### config.mk
export PLATFORM = sky130hd
export DESIGN_NAME = rgb_to_hsv_converter_unit
export DESIGN_NICKNAME = d
export VERILOG_FILES = /design/src/rtl/rhc_pkg.sv /design/src/rtl/rhc_front.sv /design/src/rtl/rhc_queue.sv /design/src/rtl/rhc_back.sv /design/src/rtl/rgb_to_hsv_converter_unit.sv
export SDC_FILE = /design/constraint.sdc
export NUM_CORES = 2
export LEC_CHECK = 0
export BUFFER_PORTS_ARGS = -buffer_cell sky130_fd_sc_hd__buf_2
export CORE_MARGIN = 8
export CORE_UTILIZATION = 25
export DETAILED_ROUTE_END_ITERATION = 10
export PLACE_DENSITY = 0.4
export SYNTH_ARGS = -nofsm -noshare
export SYNTH_HDL_FRONTEND = slang
export SYNTH_SLANG_ARGS = --single-unit
### constraint.sdc
create_clock -name clk -period 9.64 [get_ports clk]
set_input_delay 0.964 -clock clk [delete_from_list [all_inputs] [get_ports clk]]
set_output_delay 0.964 -clock clk [all_outputs]
set_load 0.02 [all_outputs]
### src/rtl/rhc_pkg.sv
// ----------------------------------------------------------------------------
// rhc_pkg
// Shared types and fixed widths of the rgb to hsv converter.
// ----------------------------------------------------------------------------
package rhc_pkg;

    // channel byte width
    localparam int CH_W     = 8;
    // hue field width on the port
    localparam int HUE_W    = 15;
    // integer bits needed to hold 360 degrees
    localparam int HUE_INT_W = 9;
    // width of the sector numerator before fractional scaling (< 360*255)
    localparam int T_W      = 17;
    // saturation numerator 255*delta + max/2
    localparam int SNUM_W   = 16;
    // saturation quotient bits
    localparam int SAT_QW   = 8;

    // pixel sector multipliers, in degrees
    localparam logic [HUE_INT_W-1:0] BASE_RED      = 9'd0;
    localparam logic [HUE_INT_W-1:0] BASE_RED_WRAP = 9'd360;
    localparam logic [HUE_INT_W-1:0] BASE_GREEN    = 9'd120;
    localparam logic [HUE_INT_W-1:0] BASE_BLUE     = 9'd240;

    typedef struct packed {
        logic [CH_W-1:0] red;
        logic [CH_W-1:0] green;
        logic [CH_W-1:0] blue;
    } pixel_word_t;

    typedef struct packed {
        logic [HUE_W-1:0] hue;
        logic [CH_W-1:0]  saturation;
        logic [CH_W-1:0]  brightness;
    } hsv_word_t;

    // divider operands that do not depend on the hue scaling
    typedef struct packed {
        logic              grey;
        logic [CH_W-1:0]   delta;
        logic [CH_W-1:0]   max_ch;
        logic [SNUM_W-1:0] sat_num;
    } div_info_t;

endpackage

### src/rtl/rhc_front.sv
// ----------------------------------------------------------------------------
// rhc_front
// Classifies a pixel (max, min, sector) and forms the divider numerators.
// ----------------------------------------------------------------------------
module rhc_front
    import rhc_pkg::*;
#(
    parameter int HUE_FRAC_BITS = 6
)
(
    input  logic                                clk,
    input  logic                                rst_n,
    input  pixel_word_t                         pixel,
    input  logic                                pixel_valid,
    output logic                                pixel_ready,
    output logic [T_W+HUE_FRAC_BITS-1:0]        hue_num,
    output div_info_t                           info,
    output logic                                info_valid,
    input  logic                                info_ready
);

    localparam int HNUM_W = T_W + HUE_FRAC_BITS;

    logic [CH_W-1:0]      max_ch;
    logic [CH_W-1:0]      min_ch;
    logic [CH_W-1:0]      delta;
    logic [HUE_INT_W-1:0] base;
    logic signed [CH_W:0] diff;
    logic [T_W-1:0]       base_prod;
    logic signed [T_W+1:0] t_s;
    logic [T_W-1:0]       t;

    logic                 valid_reg;
    logic [HNUM_W-1:0]    hue_num_reg;
    logic [HNUM_W-1:0]    hue_num_next;
    div_info_t            info_reg;
    div_info_t            info_next;
    logic                 load;

    // max, min and sector choice; red wins ties, then green
    always_comb
    begin
        max_ch = (pixel.red > pixel.green) ? pixel.red : pixel.green;
        if (pixel.blue > max_ch)
        begin
            max_ch = pixel.blue;
        end
        min_ch = (pixel.red < pixel.green) ? pixel.red : pixel.green;
        if (pixel.blue < min_ch)
        begin
            min_ch = pixel.blue;
        end
        delta = max_ch - min_ch;

        if (pixel.red >= pixel.green && pixel.red >= pixel.blue)
        begin
            base = (pixel.green >= pixel.blue) ? BASE_RED : BASE_RED_WRAP;
            diff = signed'({1'b0, pixel.green}) - signed'({1'b0, pixel.blue});
        end
        else if (pixel.green >= pixel.blue)
        begin
            base = BASE_GREEN;
            diff = signed'({1'b0, pixel.blue}) - signed'({1'b0, pixel.red});
        end
        else
        begin
            base = BASE_BLUE;
            diff = signed'({1'b0, pixel.red}) - signed'({1'b0, pixel.green});
        end
    end

    // sector numerator, never negative
    always_comb
    begin
        base_prod = T_W'(base) * T_W'(delta);
        t_s       = signed'({2'b00, base_prod}) + (19'(diff) * 19'sd60);
        t         = t_s[T_W-1:0];

        hue_num_next = (HNUM_W'(t) << HUE_FRAC_BITS) + HNUM_W'(delta[CH_W-1:1]);

        info_next.grey    = (delta == '0);
        info_next.delta   = delta;
        info_next.max_ch  = max_ch;
        info_next.sat_num = (SNUM_W'(delta) * SNUM_W'(255)) + SNUM_W'(max_ch[CH_W-1:1]);
    end

    assign pixel_ready = !valid_reg || info_ready;
    assign load        = pixel_valid && pixel_ready;

    // front register valid
    always_ff @(posedge clk or negedge rst_n)
    begin
        if (!rst_n)
        begin
            valid_reg <= 1'b0;
        end
        else if (pixel_ready)
        begin
            valid_reg <= pixel_valid;
        end
    end

    // front register payload
    always_ff @(posedge clk)
    begin
        if (load)
        begin
            hue_num_reg <= hue_num_next;
            info_reg    <= info_next;
        end
    end

    assign hue_num    = hue_num_reg;
    assign info       = info_reg;
    assign info_valid = valid_reg;

endmodule

### src/rtl/rhc_queue.sv
// ----------------------------------------------------------------------------
// rhc_queue
// Two-entry queue that decouples the classifier from the divider pipeline.
// ----------------------------------------------------------------------------
module rhc_queue
    import rhc_pkg::*;
#(
    parameter int DATA_W = 8
)
(
    input  logic              clk,
    input  logic              rst_n,
    input  logic [DATA_W-1:0] wr_data,
    input  logic              wr_valid,
    output logic              wr_ready,
    output logic [DATA_W-1:0] rd_data,
    output logic              rd_valid,
    input  logic              rd_ready
);

    logic [DATA_W-1:0] mem [2];
    logic              wr_ptr_reg;
    logic              rd_ptr_reg;
    logic [1:0]        count_reg;
    logic [1:0]        count_next;
    logic              push;
    logic              pop;

    assign wr_ready = (count_reg != 2'd2);
    assign rd_valid = (count_reg != 2'd0);
    assign push     = wr_valid && wr_ready;
    assign pop      = rd_valid && rd_ready;
    assign rd_data  = mem[rd_ptr_reg];

    // occupancy
    always_comb
    begin
        count_next = count_reg;
        if (push && !pop)
        begin
            count_next = count_reg + 2'd1;
        end
        else if (pop && !push)
        begin
            count_next = count_reg - 2'd1;
        end
    end

    // pointers and count
    always_ff @(posedge clk or negedge rst_n)
    begin
        if (!rst_n)
        begin
            wr_ptr_reg <= 1'b0;
            rd_ptr_reg <= 1'b0;
            count_reg  <= 2'd0;
        end
        else
        begin
            count_reg <= count_next;
            if (push)
            begin
                wr_ptr_reg <= !wr_ptr_reg;
            end
            if (pop)
            begin
                rd_ptr_reg <= !rd_ptr_reg;
            end
        end
    end

    // storage
    always_ff @(posedge clk)
    begin
        if (push)
        begin
            mem[wr_ptr_reg] <= wr_data;
        end
    end

endmodule

### src/rtl/rhc_back.sv
// ----------------------------------------------------------------------------
// rhc_back
// Pipelined restoring divider for hue and saturation, one hue quotient bit per stage and one
// saturation bit in each of the last SAT_QW stages, followed by the output register.
// ----------------------------------------------------------------------------
module rhc_back
    import rhc_pkg::*;
#(
    parameter int HUE_FRAC_BITS = 6
)
(
    input  logic                            clk,
    input  logic                            rst_n,
    input  logic [T_W+HUE_FRAC_BITS-1:0]    hue_num,
    input  div_info_t                       info,
    input  logic                            info_valid,
    output logic                            info_ready,
    output hsv_word_t                       hsv,
    output logic                            hsv_valid,
    input  logic                            hsv_ready
);

    localparam int HNUM_W    = T_W + HUE_FRAC_BITS;
    localparam int HQW       = HUE_INT_W + HUE_FRAC_BITS;
    localparam int SAT_FIRST = HQW - SAT_QW;
    localparam int HX_W      = (HQW > HUE_W) ? HQW : HUE_W;
    localparam logic [HQW-1:0] HUE_FULL = HQW'(360 << HUE_FRAC_BITS);

    // stage registers
    logic              v_reg    [HQW];
    logic [HNUM_W-1:0] hrem_reg [HQW];
    logic [HQW-1:0]    hq_reg   [HQW];
    logic [SNUM_W-1:0] srem_reg [HQW];
    logic [SAT_QW-1:0] sq_reg   [HQW];
    logic [CH_W-1:0]   hd_reg   [HQW];
    logic [CH_W-1:0]   sd_reg   [HQW];
    logic              grey_reg [HQW];

    // stage sources and flow control
    logic [HNUM_W-1:0] hrem_src [HQW];
    logic [HQW-1:0]    hq_src   [HQW];
    logic [SNUM_W-1:0] srem_src [HQW];
    logic [SAT_QW-1:0] sq_src   [HQW];
    logic [CH_W-1:0]   hd_src   [HQW];
    logic [CH_W-1:0]   sd_src   [HQW];
    logic              grey_src [HQW];
    logic              adv      [HQW];
    logic              drain    [HQW];
    logic              free     [HQW];

    logic              out_valid_reg;
    hsv_word_t         out_reg;
    hsv_word_t         out_next;
    logic              out_free;
    logic              out_load;
    logic [HQW-1:0]    hue_q;
    logic [HX_W-1:0]   hue_x;

    assign out_free   = !out_valid_reg || hsv_ready;
    assign out_load   = v_reg[HQW-1] && out_free;
    assign info_ready = free[0];

    genvar s;
    generate
        for (s = 0; s < HQW; s++)
        begin : g_stage
            localparam int K = HQW - 1 - s;

            logic [HNUM_W-1:0] hds;
            logic              hbit;
            logic [HNUM_W-1:0] hrem_next;
            logic [HQW-1:0]    hq_next;
            logic [SNUM_W-1:0] srem_next;
            logic [SAT_QW-1:0] sq_next;

            // stage inputs
            if (s == 0)
            begin : g_head
                assign hrem_src[s] = hue_num;
                assign hq_src[s]   = '0;
                assign srem_src[s] = info.sat_num;
                assign sq_src[s]   = '0;
                assign hd_src[s]   = info.delta;
                assign sd_src[s]   = info.max_ch;
                assign grey_src[s] = info.grey;
                assign adv[s]      = info_valid && free[s];
            end
            else
            begin : g_body
                assign hrem_src[s] = hrem_reg[s-1];
                assign hq_src[s]   = hq_reg[s-1];
                assign srem_src[s] = srem_reg[s-1];
                assign sq_src[s]   = sq_reg[s-1];
                assign hd_src[s]   = hd_reg[s-1];
                assign sd_src[s]   = sd_reg[s-1];
                assign grey_src[s] = grey_reg[s-1];
                assign adv[s]      = v_reg[s-1] && free[s];
            end

            // downstream take
            if (s == HQW - 1)
            begin : g_last
                assign drain[s] = out_load;
            end
            else
            begin : g_mid
                assign drain[s] = adv[s+1];
            end

            assign free[s] = !v_reg[s] || drain[s];

            // hue quotient bit
            always_comb
            begin
                hds       = HNUM_W'(hd_src[s]) << K;
                hbit      = (hrem_src[s] >= hds);
                hrem_next = hbit ? (hrem_src[s] - hds) : hrem_src[s];
                hq_next   = {hq_src[s][HQW-2:0], hbit};
            end

            // saturation quotient bit in the last stages
            if (s >= SAT_FIRST)
            begin : g_sat
                localparam int KS = HQW - 1 - s;
                logic [SNUM_W-1:0] sds;
                logic              sbit;

                always_comb
                begin
                    sds       = SNUM_W'(sd_src[s]) << KS;
                    sbit      = (srem_src[s] >= sds);
                    srem_next = sbit ? (srem_src[s] - sds) : srem_src[s];
                    sq_next   = {sq_src[s][SAT_QW-2:0], sbit};
                end
            end
            else
            begin : g_nosat
                assign srem_next = srem_src[s];
                assign sq_next   = sq_src[s];
            end

            // stage valid
            always_ff @(posedge clk or negedge rst_n)
            begin
                if (!rst_n)
                begin
                    v_reg[s] <= 1'b0;
                end
                else if (adv[s])
                begin
                    v_reg[s] <= 1'b1;
                end
                else if (drain[s])
                begin
                    v_reg[s] <= 1'b0;
                end
            end

            // stage payload
            always_ff @(posedge clk)
            begin
                if (adv[s])
                begin
                    hrem_reg[s] <= hrem_next;
                    hq_reg[s]   <= hq_next;
                    srem_reg[s] <= srem_next;
                    sq_reg[s]   <= sq_next;
                    hd_reg[s]   <= hd_src[s];
                    sd_reg[s]   <= sd_src[s];
                    grey_reg[s] <= grey_src[s];
                end
            end
        end
    endgenerate

    // final wrap and special cases
    always_comb
    begin
        hue_q = hq_reg[HQW-1];
        if (grey_reg[HQW-1] || hue_q == HUE_FULL)
        begin
            hue_q = '0;
        end
        hue_x               = HX_W'(hue_q);
        out_next.hue        = hue_x[HUE_W-1:0];
        out_next.saturation = (sd_reg[HQW-1] == '0) ? '0 : sq_reg[HQW-1];
        out_next.brightness = sd_reg[HQW-1];
    end

    // output word valid
    always_ff @(posedge clk or negedge rst_n)
    begin
        if (!rst_n)
        begin
            out_valid_reg <= 1'b0;
        end
        else if (out_free)
        begin
            out_valid_reg <= v_reg[HQW-1];
        end
    end

    // output word payload
    always_ff @(posedge clk)
    begin
        if (out_load)
        begin
            out_reg <= out_next;
        end
    end

    assign hsv       = out_reg;
    assign hsv_valid = out_valid_reg;

endmodule

### src/rtl/rgb_to_hsv_converter_unit.sv
// Path from pixel accept to hsv word valid: the front register loads on the accept edge,
// then one queue slot, 9 + HUE_FRAC_BITS divider stages and one output register follow.
// Throughput: one pixel per cycle while hsv_ready does not stall the output; each divider
// stage resolves one hue quotient bit, and each of the last SAT_QW stages also one saturation
// bit, so the divider pipeline depth sets latency and not rate.
// Reset: rst_n clears all valid flags and queue pointers at once; no clearing pass.
// ----------------------------------------------------------------------------
// rgb_to_hsv_converter_unit
// Pixel stream converter from 8-bit rgb to hue, saturation and value.
// ----------------------------------------------------------------------------
module rgb_to_hsv_converter_unit
    import rhc_pkg::*;
#(
    parameter int HUE_FRAC_BITS = 6
)
(
    input  logic        clk,
    input  logic        rst_n,
    input  pixel_word_t pixel,
    input  logic        pixel_valid,
    output logic        pixel_ready,
    output hsv_word_t   hsv,
    output logic        hsv_valid,
    input  logic        hsv_ready
);

    localparam int HNUM_W = T_W + HUE_FRAC_BITS;
    localparam int Q_W    = HNUM_W + $bits(div_info_t);

    logic [HNUM_W-1:0] f_hue_num;
    div_info_t         f_info;
    logic              f_valid;
    logic              f_ready;

    logic [Q_W-1:0]    q_data;
    logic              q_valid;
    logic              q_ready;
    logic [HNUM_W-1:0] b_hue_num;
    div_info_t         b_info;

    // classifier
    rhc_front #(
        .HUE_FRAC_BITS (HUE_FRAC_BITS)
    ) u_front (
        .clk         (clk),
        .rst_n       (rst_n),
        .pixel       (pixel),
        .pixel_valid (pixel_valid),
        .pixel_ready (pixel_ready),
        .hue_num     (f_hue_num),
        .info        (f_info),
        .info_valid  (f_valid),
        .info_ready  (f_ready)
    );

    // decoupling queue
    rhc_queue #(
        .DATA_W (Q_W)
    ) u_queue (
        .clk      (clk),
        .rst_n    (rst_n),
        .wr_data  ({f_hue_num, f_info}),
        .wr_valid (f_valid),
        .wr_ready (f_ready),
        .rd_data  (q_data),
        .rd_valid (q_valid),
        .rd_ready (q_ready)
    );

    assign b_hue_num = q_data[Q_W-1:$bits(div_info_t)];
    assign b_info    = div_info_t'(q_data[$bits(div_info_t)-1:0]);

    // divider pipeline
    rhc_back #(
        .HUE_FRAC_BITS (HUE_FRAC_BITS)
    ) u_back (
        .clk        (clk),
        .rst_n      (rst_n),
        .hue_num    (b_hue_num),
        .info       (b_info),
        .info_valid (q_valid),
        .info_ready (q_ready),
        .hsv        (hsv),
        .hsv_valid  (hsv_valid),
        .hsv_ready  (hsv_ready)
    );

endmodule
* Word-level counts from Yosys, hierarchy flattened
Memory sizes are Yosys's and may differ from the RTL's. A register that Yosys moved wholly into a read port is not among the register bits. Cells that the tools add are included. Widths: inputs -> output; s select.
Storage, ports and cells: memories 8, bits of input ports 28, output and inout bits 33, register bits after elaboration 100, logic and storage cells 277, bits in writable memories 1297
Cells by class: add/subtract/negate cells 32, $lt $le $gt $ge 30, multiply operators 3, equal/unequal tests 2, multiplexer cells 96, reduce and logical (&&, ||, !) cells 79
Memories:
- u_back.hrem_reg | words 15, bits a word 23, read ports 14, clocked after memory_dff 0, write ports 15, RTL line rhc_back.sv:31 | logic [HNUM_W-1:0] hrem_reg [HQW];
- u_back.srem_reg | words 15, bits a word 16, read ports 14, clocked after memory_dff 0, write ports 15, RTL line rhc_back.sv:33 | logic [SNUM_W-1:0] srem_reg [HQW];
- u_back.hq_reg | words 15, bits a word 15, read ports 15, clocked after memory_dff 0, write ports 15, RTL line rhc_back.sv:32 | logic [HQW-1:0] hq_reg [HQW];
- u_back.hd_reg | words 15, bits a word 8, read ports 14, clocked after memory_dff 0, write ports 15, RTL line rhc_back.sv:35 | logic [CH_W-1:0] hd_reg [HQW];
- u_back.sd_reg | words 15, bits a word 8, read ports 15, clocked after memory_dff 0, write ports 15, RTL line rhc_back.sv:36 | logic [CH_W-1:0] sd_reg [HQW];
- u_back.sq_reg | words 15, bits a word 8, read ports 15, clocked after memory_dff 1, write ports 15, RTL line rhc_back.sv:34 | logic [SAT_QW-1:0] sq_reg [HQW];
- 2 more memories
Operator list (number):
- $mux 23 | 15
- $mux 16 | 8
- $mux 1 | 62
- $mux 8 | 5
- $mux 9 | 4
- $reduce_bool 2->1 | 17
- $sub 8x8->9 | 3
- $ge 8x8->1 | 3
- $add 23x7->23 | 1
- $ge 23x10->1 | 1
- $ge 23x11->1 | 1
- $ge 23x12->1 | 1
- $ge 23x13->1 | 1
- $ge 23x14->1 | 1
- $ge 23x15->1 | 1
- $ge 23x16->1 | 1
- $ge 23x17->1 | 1
- $ge 23x18->1 | 1
- $ge 23x19->1 | 1
- $ge 23x20->1 | 1
- $ge 23x21->1 | 1
- $ge 23x22->1 | 1
- $ge 23x8->1 | 1
- $ge 23x9->1 | 1
- other kinds (48) | 109

* Longest topological paths before layout
depth in word-level cells 36, gate-level depth with buffers 48, depth with buffers taken out 46

* By module
Synthesis repeated with hierarchy kept, for this count alone.
Second synthesis, totals: cell total of the unflattened synthesis 4259, area, all modules 56920.8 um^2
By module, submodules not included:
- rhc_back | cells an instance 3088, area an instance 43728.2 um^2, instances 1
- rhc_front | cells an instance 979, area an instance 8837.2 um^2, instances 1
- rhc_queue | cells an instance 192, area an instance 4355.4 um^2, instances 1

* Worst setup path after synthesis
Ideal clock, no wire load.
kind in2reg, from input port pixel[14] in the netlist's numbering, to register u_front.hue_num_reg[22] (netlist: u_front.hue_num[22]), data pin, path slack -0.847 ns, setup time 0.263 ns, arrival time 10.224 ns, stages on the path 40, cell sequence inv_1 ha_1 and2_1 a221o_1 o21ai_4 clkbuf_1 nand2_1 o21ai_0 ha_1 or2_2 maj3_1 o2bb2ai_2 clkbuf_1 nor2_1 a21oi_1 ha_1 nor2b_1 o21ai_0 [4 not listed] inv_1 nand2b_1 fa_1 fa_1 inv_1 fa_1 inv_1 fa_1 inv_1 ha_1 a21boi_0 o21ai_0 a21boi_0 o21ai_0 a21oi_1 and3b_1 xnor2_1 xnor2_1
RTL lines:
- start: declaration | RTL line rgb_to_hsv_converter_unit.sv:19 | input pixel_word_t pixel,
- end signal: assignment | RTL line rhc_front.sv:108 | hue_num_reg <= hue_num_next;
- end: declaration | RTL line rhc_front.sv:34 | logic [HNUM_W-1:0] hue_num_reg;

==> flow_summary.ini <==
[run_status]
status = finished clean

[flow_run]
maxCapViolCount = 0

[yosys]
synth_cell_type_count = 77
synthCells = 4088
yosys_register_bits = 1061
syn_nets = 4556
synth_warnings = 0
syn_avg_cell_area_um2 = 12.85
syn_area_mm2 = 0.05252
synth_flop_cell = edfxtp_1
synth-seq-area-share = 0.6046
synth_edf_count = 1040
synth-async-reset-ratio = 0.01979

[global_routing]
grt_max_degree = 71
overflow = 0
first_global_vias = 32090
grt_pass1_wl_um = 169700
grt_usage = 0.09228
antenna_found_initial = 1

[cts]
cts_sinks = 1061
hold_buffers = 0
clock_latency_ns = 0.74
cts-resized-gates = 0
numCtsBuffers = 120
cts_tree = done
cts_root_buf = clkbuf_16
clk_path_buf_depth = 3
clkTransAtPathRegs_ns = 0.06
postCtsSetupBuffers = 0
cts-htree-levels = 3

[floorplan]
die_w_um = 474.4
die_h_um = 474.4
initial_core_util = 0.2511
boundaryPins = 61
dieArea_mm2 = 0.2250
core_mm2 = 0.2092
rows = 168

[setup_path]
worstSetupPathType = in2reg
crit_path_max_incr_delay_ns = 0.54
critPathTopFamily = adder cells
reg2reg_depth = 12
cp.arrival_ns = 9.56
reg2reg_slack_ns = 5.52
crit_start = pixel[9]
critPathBufInv = 8
required_ns = 10.12
path_common_cell = inv_1
crit_fanout = 6
timing.rr.end = u_back.hrem_reg[0][18]
startpoint_type = primary input
cpMaxStageDelayCell = fa_1
cp-end-kind = register
cp_num_cells = 45
crit_path_end = u_front.hue_num[22]
r2r_start = u_queue.rd_ptr_reg

[finish]
final_cell_area_mm2 = 0.06181
num_antenna_cells = 0
fillers = 21120
final_cell_mix = edfxtp_1, inv_1, ha_1
largest_reg_flops = 246
area_delta_synth_final_pct = 17.69
finalNetCount = 4897
drive_above_1_share = 0.1231
fin_cells = 7337
mostFrequentLayoutCell = edfxtp_1

[hold_path]
hp-class = in2async

[route]
viasPerCell = 4.102
drc_errors = 0
dr.pass1.iters = 5
first_iter_violations = 1222
drt_wl_total_um = 104300
vias = 30090
postRouteAntennaNets = 0
drt-wirelength-per-cell_um = 14.21

[placed_design]
dp.final_hpwl_um = 79620
placed_area_mm2 = 0.05784
place_congestion = 0.8366
placed_cells = 7111
port_buffers = 60

[timing]
worstMarginPinSlew_ns = 1.072
period_share = 0.9413
fin_skew_ns = 0.06104
setup-violations-final = 0
max-slew-margin-rel = 0.2665
report.final.hold_viol_count = 0
slew_viol_final = 0
min_period_ns = 9.074
fmax_mhz = 110.2
-- cell usage after synthesis (all sizes together) (41+ instances only) --
master | instances | share of area
edfxtp | 1040 | 0.59
inv | 537 | 0.038
ha | 329 | 0.078
nor2 | 279 | 0.020
nand2 | 215 | 0.015
a21oi | 200 | 0.019
o21ai | 181 | 0.017
xnor2 | 163 | 0.027
fa | 111 | 0.042
xor2 | 95 | 0.016
nor2b | 77 | 0.0092
nor3 | 74 | 0.0071
nand2b | 73 | 0.0087
a21o | 63 | 0.0090
nor4 | 61 | 0.0075
nand3 | 60 | 0.0058
mux2 | 58 | 0.012
a21boi | 47 | 0.0067
clkbuf | 41 | 0.0029
-- cell families after synthesis --
logic type	count (synthesis)	share of synthesized area
and+or+nand+nor	1031	0.09931
xor gates and xnor gates	258	0.04302
muxes	84	0.01739
AOI/OAI and AO/OA	624	0.07249
adders and majority gates	441	0.1209
buffers and inverters	589	0.04231
DFF	1061	0.6046
-- how the worst min path moves through the flow --
| stage | slack [ns] | to | cells past startpoint | start |
|---|---|---|---|---|
| finish | 0.24 | u_back.v_reg[10] | 1 | rst_n |
| global route | 0.24 | u_back.v_reg[10] | 1 | rst_n |
| CTS | 0.20 | u_back.v_reg[10] | 1 | rst_n |
| detailed placement | 0.40 | u_back.hq_reg[0][61] | 0 | u_back.hq_reg[0][45] |
| global placement | 0.40 | u_back.hq_reg[1][16] | 0 | u_back.hq_reg[1][0] |
| floorplan | 0.40 | u_back.grey_reg[0][1] | 0 | u_back.grey_reg[0][0] |
-- layer usage --
metal | global-route usage | wire length (um) | share of wire
met5 | 0 | 0 | 0
met1 | 0.1045 | 43930 | 0.42
met2 | 0.1730 | 53620 | 0.51
met3 | 0.01665 | 3237 | 0.031
met4 | 0.03262 | 3464 | 0.033
-- final cells by class --
class / count / area [um^2] / share of cell area
multi-input cells: 2439 / 18760 / 0.3035
flip-flops and latches: 1061 / 31760 / 0.5137
clock inverters: 75 / 758.2 / 0.01227
well taps: 2805 / 3510 / 0.05678
clock buffers: 150 / 3147 / 0.05091
inverters: 539 / 2023 / 0.03273
repair buffers: 268 / 1862 / 0.03012
-- through the flow --
| stage | utilization | hold slack, ns | setup TNS (ns) | worst slack, ns |
|---|---|---|---|---|
| after floorplan | - | 0.4003 | 0 | 0.03121 |
| after global placement | 0.2765 | 0.4001 | -0.7565 | -0.2538 |
| after detailed placement | 0.2765 | 0.4045 | -2.059 | -0.4610 |
| after CTS | 0.2952 | 0.1986 | 0 | 0.3843 |
| after global routing | 0.2955 | 0.2399 | -0.02032 | -0.02032 |
| final | 0.2955 | 0.2427 | 0 | 0.5657 |
Power is not shown: default switching activity piles up to over one toggle a cycle in this logic, so the estimate is an artifact.
